<file path="config.mk">
export PLATFORM = sky130hd
export DESIGN_NAME = block_tape_controller
export DESIGN_NICKNAME = d
export VERILOG_FILES = /design/src/sv/btc_pkg.sv /design/src/sv/btc_front.sv /design/src/sv/btc_back.sv /design/src/sv/block_tape_controller.sv
export SDC_FILE = /design/constraint.sdc
export NUM_CORES = 1
export LEC_CHECK = 0
export BUFFER_PORTS_ARGS = -buffer_cell sky130_fd_sc_hd__buf_2
export CAP_MARGIN = 5
export CELL_PAD_IN_SITES_DETAIL_PLACEMENT = 0
export CELL_PAD_IN_SITES_GLOBAL_PLACEMENT = 1
export CORE_ASPECT_RATIO = 0.75
export CORE_UTILIZATION = 49
export DETAILED_ROUTE_END_ITERATION = 6
export HOLD_SLACK_MARGIN = 0.1
export PLACE_DENSITY = 0.84
export REMOVE_ABC_BUFFERS = 1
export SLEW_MARGIN = 20
export SYNTH_ARGS = -nofsm -noshare
export SYNTH_HDL_FRONTEND = slang
export SYNTH_SLANG_ARGS = --single-unit
</file>
<file path="constraint.sdc">
create_clock -name aclk -period 7.2 [get_ports aclk]
set_clock_uncertainty 0.2 [all_clocks]
set_input_delay 0.36 -clock aclk [delete_from_list [all_inputs] [get_ports aclk]]
set_output_delay 0.36 -clock aclk [all_outputs]
set_load 0.02 [all_outputs]
</file>
<file path="src/sv/btc_pkg.sv">
// ---------------------------------------------------------------------------
// btc_pkg: shared types and constants of the block tape controller
// Holds the operation and register codes, the command and status masks,
// the input item type that the queue carries and the result item type.
// ---------------------------------------------------------------------------
`default_nettype none
package btc_pkg;

    localparam int START_DELAY = 6;
    localparam int UNIT_COUNT  = 8;
    localparam int LAST_BLOCK  = 577;

    localparam int QUEUE_DEPTH = 2;

    typedef enum logic [2:0] {
        OP_READ  = 3'd0,
        OP_WRITE = 3'd1,
        OP_INIT  = 3'd2,
        OP_TICK  = 3'd3,
        OP_REPLY = 3'd4
    } op_t;

    localparam logic [2:0] REG_STATUS  = 3'd0;
    localparam logic [2:0] REG_COMMAND = 3'd1;
    localparam logic [2:0] REG_WCOUNT  = 3'd2;
    localparam logic [2:0] REG_BADDR   = 3'd3;
    localparam logic [2:0] REG_DATA    = 3'd4;

    localparam logic [2:0] CMD_STOP_ALL = 3'd0;
    localparam logic [2:0] CMD_SEARCH   = 3'd1;
    localparam logic [2:0] CMD_READ     = 3'd2;
    localparam logic [2:0] CMD_STOP_SEL = 3'd4;
    localparam logic [2:0] CMD_MARKS    = 3'd5;
    localparam logic [2:0] CMD_WRITE    = 3'd6;

    localparam logic [15:0] CMD_READ_MASK   = 16'o137776;
    localparam logic [15:0] CMD_WRITE_MASK  = 16'o177577;
    localparam logic [15:0] ST_UNIT_ERR     = 16'o004000;
    localparam logic [15:0] BIT_ERROR       = 16'o100000;
    localparam logic [15:0] ST_WRITE_MASK   = 16'o014377;
    localparam logic [15:0] ST_INIT_MASK    = 16'o014134;
    localparam logic [15:0] CMD_INIT_MASK   = 16'o140201;
    localparam logic [15:0] BIT_READY       = 16'o000200;
    localparam logic [15:0] CMD_FINISH_MASK = 16'o077776;
    localparam logic [15:0] ST_MEDIUM_ERR   = 16'o002000;
    localparam logic [15:0] BIT_IE          = 16'o000100;
    localparam logic [15:0] ST_PLAIN_MASK   = 16'o000177;
    localparam logic [15:0] ADDR_MASK       = 16'o177776;

    // decoded input transaction
    typedef struct packed {
        logic        is_read;
        logic        is_write;
        logic        is_init;
        logic        is_tick;
        logic        is_reply;
        logic [2:0]  reg_select;
        logic [15:0] write_data;
        logic [15:0] tape_word;
        logic [15:0] memory_word;
        logic        medium_ok;
    } item_t;

    typedef struct packed {
        logic [15:0] store_word;
        logic        store_valid;
        logic [17:0] memory_address;
        logic [15:0] word_offset;
        logic [9:0]  tape_block;
        logic [2:0]  transfer_unit;
        logic        transfer_to_tape;
        logic        transfer_request;
        logic        interrupt_request;
        logic        bus_error;
        logic [15:0] read_data;
    } result_t;

endpackage
`default_nettype wire

</file>
<file path="src/sv/btc_front.sv">
// ---------------------------------------------------------------------------
// btc_front: input acceptance, decode and item queue
// Decodes the operation of each input transaction and holds decoded items
// in a short queue for the execution side.
// ---------------------------------------------------------------------------
`default_nettype none
module btc_front import btc_pkg::*; (
    input  wire logic        aclk,
    input  wire logic        aresetn,
    input  wire logic        in_valid,
    output logic             in_ready,
    input  wire logic [2:0]  operation,
    input  wire logic [2:0]  reg_select,
    input  wire logic [15:0] write_data,
    input  wire logic [15:0] tape_word,
    input  wire logic [15:0] memory_word,
    input  wire logic        medium_ok,
    output logic             q_valid,
    input  wire logic        q_ready,
    output item_t            q_item
);

    item_t      mem_reg [QUEUE_DEPTH];
    logic       wr_ptr_reg, rd_ptr_reg;
    logic [1:0] count_reg;
    item_t      dec;
    logic       push, pop;

    always_comb begin
        dec             = '0;
        dec.is_read     = (operation == OP_READ);
        dec.is_write    = (operation == OP_WRITE);
        dec.is_init     = (operation == OP_INIT);
        dec.is_tick     = (operation == OP_TICK);
        dec.is_reply    = (operation == OP_REPLY);
        dec.reg_select  = reg_select;
        dec.write_data  = write_data;
        dec.tape_word   = tape_word;
        dec.memory_word = memory_word;
        dec.medium_ok   = medium_ok;
    end

    assign in_ready = (count_reg != 2'd2);
    assign q_valid  = (count_reg != 2'd0);
    assign q_item   = mem_reg[rd_ptr_reg];
    assign push     = in_valid && in_ready;
    assign pop      = q_valid && q_ready;

    always_ff @(posedge aclk) begin
        if (push) begin
            mem_reg[wr_ptr_reg] <= dec;
        end
    end

    always_ff @(posedge aclk) begin
        if (!aresetn) begin
            wr_ptr_reg <= 1'b0;
            rd_ptr_reg <= 1'b0;
            count_reg  <= 2'd0;
        end else begin
            if (push) wr_ptr_reg <= ~wr_ptr_reg;
            if (pop)  rd_ptr_reg <= ~rd_ptr_reg;
            count_reg <= count_reg + {1'b0, push} - {1'b0, pop};
        end
    end

endmodule
`default_nettype wire

</file>
<file path="src/sv/btc_back.sv">
// ---------------------------------------------------------------------------
// btc_back: register file, command sequencing and result buffer
// Executes one decoded item per cycle, unless the output buffer is full
// and out_ready is low, and places its result in a two-entry output buffer.
// ---------------------------------------------------------------------------
`default_nettype none
module btc_back import btc_pkg::*; (
    input  wire logic aclk,
    input  wire logic aresetn,
    input  wire logic q_valid,
    output logic      q_ready,
    input  wire item_t q_item,
    output logic      out_valid,
    input  wire logic out_ready,
    output result_t   out_result
);

    logic [15:0]       status_reg, status_next;
    logic [15:0]       command_reg, command_next;
    logic [15:0]       wcount_reg, wcount_next;
    logic [15:0]       baddr_reg, baddr_next;
    logic [15:0]       data_reg, data_next;
    logic [2:0]        unit_reg, unit_next;
    logic [2:0]        countdown_reg, countdown_next;
    logic signed [10:0] pos_reg [8];
    logic signed [10:0] pos_next [8];
    logic              active_reg, active_next;
    logic [15:0]       moved_reg, moved_next;
    logic              dir_reg, dir_next;

    result_t           res;
    result_t           buf_reg [2];
    logic              wr_ptr_reg, rd_ptr_reg;
    logic [1:0]        count_reg;
    logic              exec, pop;

    assign out_valid  = (count_reg != 2'd0);
    assign out_result = buf_reg[rd_ptr_reg];
    assign pop        = out_valid && out_ready;
    assign q_ready    = (count_reg != 2'd2) || out_ready;
    assign exec       = q_valid && q_ready;

    always_comb begin
        logic signed [11:0] p;
        logic signed [10:0] pcur;
        logic [17:0]        addr;
        logic               unit_ok;
        logic               fin;
        logic               xfin;

        status_next    = status_reg;
        command_next   = command_reg;
        wcount_next    = wcount_reg;
        baddr_next     = baddr_reg;
        data_next      = data_reg;
        unit_next      = unit_reg;
        countdown_next = countdown_reg;
        pos_next       = pos_reg;
        active_next    = active_reg;
        moved_next     = moved_reg;
        dir_next       = dir_reg;
        res            = '0;
        p              = '0;
        addr           = '0;
        fin            = 1'b0;
        xfin           = 1'b0;
        unit_ok        = ({1'b0, unit_reg} < 4'(UNIT_COUNT));
        pcur           = unit_ok ? pos_reg[unit_reg] : 11'sd0;

        priority if (q_item.is_read) begin
            unique case (q_item.reg_select)
                REG_STATUS:  res.read_data = status_reg;
                REG_COMMAND: res.read_data = command_reg & CMD_READ_MASK;
                REG_WCOUNT:  res.read_data = wcount_reg;
                REG_BADDR:   res.read_data = baddr_reg & ADDR_MASK;
                REG_DATA:    res.read_data = data_reg;
                default:     res.bus_error = 1'b1;
            endcase
        end else if (q_item.is_write) begin
            unique case (q_item.reg_select)
                REG_COMMAND: begin
                    command_next = (command_reg & BIT_READY)
                                 | (q_item.write_data & CMD_WRITE_MASK);
                    unit_next = command_next[10:8];
                    if (unit_next == 3'd0) begin
                        status_next = status_next & ~ST_UNIT_ERR;
                    end else begin
                        status_next    = status_next | ST_UNIT_ERR;
                        command_next   = command_next | BIT_ERROR;
                        countdown_next = '0;
                    end
                    if (command_next[0]) begin
                        command_next   = command_next & 16'o177576;
                        countdown_next = 3'(START_DELAY);
                    end
                    if (!command_next[15]) status_next = status_next & ST_WRITE_MASK;
                end
                REG_WCOUNT: wcount_next = q_item.write_data;
                REG_BADDR:  baddr_next  = q_item.write_data & ADDR_MASK;
                default:    res.bus_error = 1'b1;
            endcase
        end else if (q_item.is_init) begin
            status_next  = status_reg & ST_INIT_MASK;
            command_next = (command_reg & CMD_INIT_MASK) | BIT_READY;
            wcount_next  = '0;
            baddr_next   = '0;
            data_next    = '0;
            unit_next    = '0;
            for (int i = 0; i < 8; i++) pos_next[i] = '0;
            active_next  = 1'b0;
            moved_next   = '0;
        end else if (q_item.is_tick) begin
            if (!active_reg && countdown_reg != 3'd0) begin
                countdown_next = countdown_reg - 3'd1;
                if (countdown_next == 3'd0) begin
                    unique case (command_reg[3:1])
                        CMD_STOP_ALL, CMD_STOP_SEL: fin = 1'b1;
                        CMD_MARKS: begin
                            if (unit_ok) pos_next[unit_reg] = '0;
                            fin = 1'b1;
                        end
                        CMD_SEARCH: begin
                            p = command_reg[11] ? 12'(pcur) - 12'sd1 : 12'(pcur) + 12'sd1;
                            if (p < 0 || p > 12'sd577 - 12'sd577 + 12'(LAST_BLOCK)) begin
                                if (p > 12'(LAST_BLOCK)) p = 12'(LAST_BLOCK);
                                status_next  = (status_reg & ~BIT_READY) | BIT_ERROR;
                                command_next = command_reg | BIT_ERROR;
                            end else begin
                                status_next = (status_reg & 16'o077777) | BIT_READY;
                            end
                            if (p < -12'sd1024) p = -12'sd1024;
                            if (unit_ok) begin
                                pos_next[unit_reg] = p[10:0];
                                data_next = {{5{p[10]}}, p[10:0]};
                            end else begin
                                data_next = '0;
                            end
                            command_next = (command_next & 16'o177776) | BIT_READY;
                            res.interrupt_request = command_next[6];
                        end
                        CMD_READ, CMD_WRITE: begin
                            if (pcur < 0 || 12'(pcur) > 12'(LAST_BLOCK)) begin
                                status_next  = (status_reg & ~BIT_READY) | BIT_ERROR;
                                command_next = command_reg | BIT_ERROR | BIT_READY;
                                res.interrupt_request = command_next[6];
                            end else if (wcount_reg == 16'd0) begin
                                xfin = 1'b1;
                            end else begin
                                dir_next                 = (command_reg[3:1] == CMD_WRITE);
                                active_next              = 1'b1;
                                moved_next               = '0;
                                res.transfer_request     = 1'b1;
                                res.transfer_to_tape     = dir_next;
                                res.transfer_unit        = unit_reg;
                                res.tape_block           = pcur[9:0];
                                res.word_offset          = '0;
                                res.memory_address       = {command_reg[5:4], baddr_reg};
                            end
                        end
                        default: ;
                    endcase
                end
            end
        end else if (q_item.is_reply) begin
            if (active_reg) begin
                res.transfer_to_tape = dir_reg;
                res.transfer_unit    = unit_reg;
                res.tape_block       = pcur[9:0];
                res.word_offset      = moved_reg;
                res.memory_address   = {command_reg[5:4], baddr_reg};
                if (dir_reg) begin
                    res.store_valid = 1'b1;
                    res.store_word  = q_item.memory_word;
                end else begin
                    res.store_valid = q_item.medium_ok;
                    res.store_word  = q_item.medium_ok ? q_item.tape_word : 16'd0;
                end
                if (!q_item.medium_ok) begin
                    status_next  = status_next | ST_MEDIUM_ERR;
                    command_next = command_next | BIT_ERROR;
                end
                wcount_next = wcount_reg + 16'd1;
                moved_next  = moved_reg + 16'd1;
                addr        = {command_reg[5:4], baddr_reg} + 18'd2;
                baddr_next  = addr[15:0];
                command_next[5:4] = addr[17:16];
                if (wcount_next != 16'd0 && q_item.medium_ok) res.transfer_request = 1'b1;
                else xfin = 1'b1;
            end
        end else begin
        end

        if (fin) begin
            status_next  = status_next & ST_PLAIN_MASK;
            command_next = (command_next & CMD_FINISH_MASK) | BIT_READY;
            res.interrupt_request = command_next[6];
        end
        if (xfin) begin
            status_next  = (status_next & 16'o077777) | BIT_READY;
            command_next = (command_next & CMD_FINISH_MASK) | BIT_READY;
            active_next  = 1'b0;
            res.interrupt_request = command_next[6];
        end
    end

    always_ff @(posedge aclk) begin
        if (exec) begin
            buf_reg[wr_ptr_reg] <= res;
        end
    end

    always_ff @(posedge aclk) begin
        if (!aresetn) begin
            status_reg    <= '0;
            command_reg   <= BIT_READY;
            wcount_reg    <= '0;
            baddr_reg     <= '0;
            data_reg      <= '0;
            unit_reg      <= '0;
            countdown_reg <= '0;
            for (int i = 0; i < 8; i++) pos_reg[i] <= '0;
            active_reg    <= 1'b0;
            moved_reg     <= '0;
            dir_reg       <= 1'b0;
            wr_ptr_reg    <= 1'b0;
            rd_ptr_reg    <= 1'b0;
            count_reg     <= 2'd0;
        end else begin
            if (exec) begin
                status_reg    <= status_next;
                command_reg   <= command_next;
                wcount_reg    <= wcount_next;
                baddr_reg     <= baddr_next;
                data_reg      <= data_next;
                unit_reg      <= unit_next;
                countdown_reg <= countdown_next;
                pos_reg       <= pos_next;
                active_reg    <= active_next;
                moved_reg     <= moved_next;
                dir_reg       <= dir_next;
                wr_ptr_reg    <= ~wr_ptr_reg;
            end
            if (pop) rd_ptr_reg <= ~rd_ptr_reg;
            count_reg <= count_reg + {1'b0, exec} - {1'b0, pop};
        end
    end

endmodule
`default_nettype wire

</file>
<file path="src/sv/block_tape_controller.sv">
// ---------------------------------------------------------------------------
// block_tape_controller: block-addressed tape controller
// Register access, bus init, ticks and word replies drive a five-register
// tape controller that keeps a block position for each unit.
// ---------------------------------------------------------------------------
//  channel  | direction | contents
//  s_       | in        | one operation: read, write, init, tick or reply
//  m_       | out       | one result transaction for each input transaction
//
//  one transaction per cycle sustained while m_tready stays high; each input
//  passes the decode queue, then the execute stage and its result buffer
//  synchronous active-low reset restores the register reset values
//  a stalled m_ side fills the two-entry result buffer, then the two-entry
//  input queue, before s_tready falls
// ---------------------------------------------------------------------------
`default_nettype none
module block_tape_controller import btc_pkg::*; (
    input  wire logic        aclk,
    input  wire logic        aresetn,
    input  wire logic        s_tvalid,
    output logic             s_tready,
    // [2:0] operation, [5:3] reg_select
    input  wire logic [5:0]  s_tuser,
    // [15:0] write_data, [31:16] tape_word, [47:32] memory_word, [48] medium_ok
    input  wire logic [55:0] s_tdata,
    output logic             m_tvalid,
    input  wire logic        m_tready,
    // [15:0] read_data, [16] bus_error, [17] interrupt_request,
    // [18] transfer_request, [19] transfer_to_tape, [22:20] transfer_unit,
    // [32:23] tape_block, [48:33] word_offset, [66:49] memory_address,
    // [67] store_valid, [83:68] store_word
    output logic [87:0]      m_tdata
);

    logic    q_valid, q_ready;
    item_t   q_item;
    result_t res;

    // front: accept and decode into the item queue
    btc_front u_front (
        .aclk        (aclk),
        .aresetn     (aresetn),
        .in_valid    (s_tvalid),
        .in_ready    (s_tready),
        .operation   (s_tuser[2:0]),
        .reg_select  (s_tuser[5:3]),
        .write_data  (s_tdata[15:0]),
        .tape_word   (s_tdata[31:16]),
        .memory_word (s_tdata[47:32]),
        .medium_ok   (s_tdata[48]),
        .q_valid     (q_valid),
        .q_ready     (q_ready),
        .q_item      (q_item)
    );

    // back: controller state and result buffer
    btc_back u_back (
        .aclk       (aclk),
        .aresetn    (aresetn),
        .q_valid    (q_valid),
        .q_ready    (q_ready),
        .q_item     (q_item),
        .out_valid  (m_tvalid),
        .out_ready  (m_tready),
        .out_result (res)
    );

    // result fields packed from the lowest bit up, padded to whole bytes
    assign m_tdata = {4'd0, res};

endmodule
`default_nettype wire

</file>
==> metrics.yaml <==
ys_ff_latch: 464
placed_cell_area_mm2: 0.02253
ios: 156
finalCritPeriodShare_pct: 79.73
cp-end-kind: "flop"
num_vias: 15930
yosysUniqueCellTypes: 90
path_class: "flop to flop"
fin_ws_ns: 1.459
grt_antenna_before_repair: 2
final_max_slew_viol_count: 0
syn_avg_cell_area_um2: 11.18
drt-total-wl_um: 58490
postSynthCellCount: 1910
num-nets-final: 2162
hp-start: "aresetn"
gr-total-overflow: 0
insertion_delay_ns: 0.57
path_cells: "buf_4, mux2_1, a221o_1, a21o_1, ha_1, and2_1, a211oi_1, or2_2, a211oi_1, and2_1, nand2_1, a31oi_2, a22oi_1, nor2_1"
r2r_start: "u_back.unit_reg[1]"
layout-drive-gt1-share_pct: 19.25
port_buffers: 144
required_ns: 7.49
cp_top_family: "compound AO/OA/AOI/OAI gates"
clk_pin_slew_ns: 0.07
grt_pass1_wl_um: 89130
rrSetupSlack_ns: 1.46
critPathLaunchType: "flop"
max_stage_delay_ns: 0.93
finalHoldViolations: 0
pre_cts_ws_ns: 1.642
slowest_stage: "dfxtp_1"
fmaxAchievable_ghz: 0.1742
hold-worst-slack_ns: 0.1945
synth-warning-count: 0
area_growth_pct: 15.79
cp_max_fo: 21
start_util_pct: 50.21
grt_pass1_vias: 15190
clock_sink_count: 464
dp_hpwl_um: 38580
rsz0062_at_grt: "false"
p_per_area_mw_per_mm2: 344.1
largest_register_ffs: 168
htreeDepth: 2
fin_area_mm2: 0.02473
placementRows: 65
cap_violations: 0
cts_resized: 0
yosysSeqAreaShare_pct: 56.71
cts_tree: "yes"
min_path_cells: 3
postRouteAntennaNets: 0
fillers: 3477
path_buf_inv: 1
fin_crit_ns: 5.741
cts_inserted_buffers: 46
synthTopCellsByCount: "edfxtp_1, nor2_1, dfxtp_1, nand2_1, a21oi_1"
dr.pass1.iters: 6
reg2regPathDepth: 14
dieHeight_um: 182.8
min_to: "u_back.command_reg[7]"
root_buffer: "clkbuf_16"
synth_edf_count: 282
status: "finished, final reports clean"
clock_path_buffers: 3
setup_viol: 0
arrival_ns: 6.03
via_per_inst: 5.944
drt_iter0_drc: 1448
yosys.area.top_type: "edfxtp_1"
wire_per_inst_um: 21.82
tightest_slew_ns: 1.115
synth_ff_type: "edfxtp_1"
synth-async-reset-ratio_pct: 0
leakage_nw: 8.593
gr-usage-all-layers_pct: 25.87
rr_endpoint: "u_back.pos_reg[27]"
die-area_mm2: 0.04443
yosys-top-cells-area: "edfxtp_1, dfxtp_1, mux2_2"
fp.dieW_um: 243.1
routabilityCongestion: 0.9460
synthesis.area_mm2: 0.02136
core_mm2: 0.04253
grt_max_degree: 73
drc: 0
tns_ns: 0
synth_most_common_cell: "edfxtp_1"
peakVddDrop_v: 0.0003045
synth_top_area_share_pct: 39.65
hold_path.class: "input port to flop"
slew-limit-headroom_pct: 25.16
worst register-to-register path, stage by stage, from the launching register on:
cell and delay [ns]:
dfxtp_1 0.93, buf_4 0.36, mux2_1 0.35, a221o_1 0.29
a21o_1 0.24, ha_1 0.48, and2_1 0.22, a211oi_1 0.11
or2_2 0.30, a211oi_1 0.71, and2_1 0.28, nand2_1 0.17
a31oi_2 0.72, a22oi_1 0.18, nor2_1 0.12
how the worst max path moves through the flow:
stage	end	from	slack, ns	cells past startpoint
2_1_floorplan	u_back.baddr_reg[14]	flop	1.16	7
3_3_place_gp	u_back.pos_reg[38]	u_back.unit_reg[0]	1.70	14
3_5_place_dp	u_back.pos_reg[27]	u_back.unit_reg[1]	1.64	14
4_1_cts	u_back.pos_reg[27]	u_back.unit_reg[0]	1.63	14
5_1_grt	u_back.pos_reg[80]	u_back.unit_reg[0]	1.21	15
6_report	u_back.pos_reg[27]	u_back.unit_reg[1]	1.46	14
layout make-up:
type	count	area, um^2	share of cell area, %
clock inverter	27	319.1	1.290
antenna	2	5.005	0.02024
tap	569	711.9	2.879
timing repair buffer	235	1551	6.274
sequential	464	12120	49.01
clock buffer	58	1276	5.161
inverter	41	156.4	0.6325
multi-input combinational	1284	8588	34.73
cell families (layout without fill, tap and decap cells):
family	after synthesis	after routing	synth area share, %
buffers and inverters	167	361	3.339
flip-flops	464	464	56.71
AO/OA/AOI/OAI	427	427	13.60
XOR/XNOR	31	31	1.271
AND/OR/NAND/NOR	619	619	14.14
multiplexers	176	176	9.433
adder cells (fa/ha/maj)	25	25	1.488
other	1	8	0.01756
cells in the final DEF (no fill, tap or decap), types with 36 or more instances in the layout:
cell           instances
dlygate4sd3_1         59
nand4_1               37
a22oi_1               67
mux2_2                95
mux2i_1               65
inv_1                 36
buf_2                144
nand2_1              127
o21ai_0               68
nor3_1                44
dfxtp_1              180
clkbuf_16             46
edfxtp_1             282
and2_1                40
nor2_1               212
a21oi_1              123
metal layers:
metal	GRT usage [%]	share of wire, %	up-vias
met1	38.97	46	7814
li1	-	-	7418
met2	38.11	43	621
met3	5.136	8.7	77
met5	0	0	-
met4	6.415	1.9	0
power breakdown:
part / internal (mW) / switching, mW / leakage [nW]
clock: 1.48 / 1.06 / 0.783
combinational: 0.827 / 1.55 / 3.66
sequential: 3.35 / 0.244 / 4.15
total: 5.66 / 2.85 / 8.59
stage by stage:
| step | util, % | total power [mW] | instances |
|---|---|---|---|
| finish | 58.14 | 8.509 | 2680 |
| detailed placement | 52.97 | 5.954 | 2534 |
| global route | 58.14 | 8.862 | 2680 |
| global placement | 52.97 | 5.914 | 2534 |
| CTS | 58.11 | 8.502 | 2678 |
| floorplan | - | 5.165 | 1789 |
timing repair:
item	CTS	global route
hold buffers	59	0
setup endpoints to repair	0	0
hold endpoints to repair	117	0
buffers inserted	0	0
No activity file was read; power rests on OpenSTA's default activity.
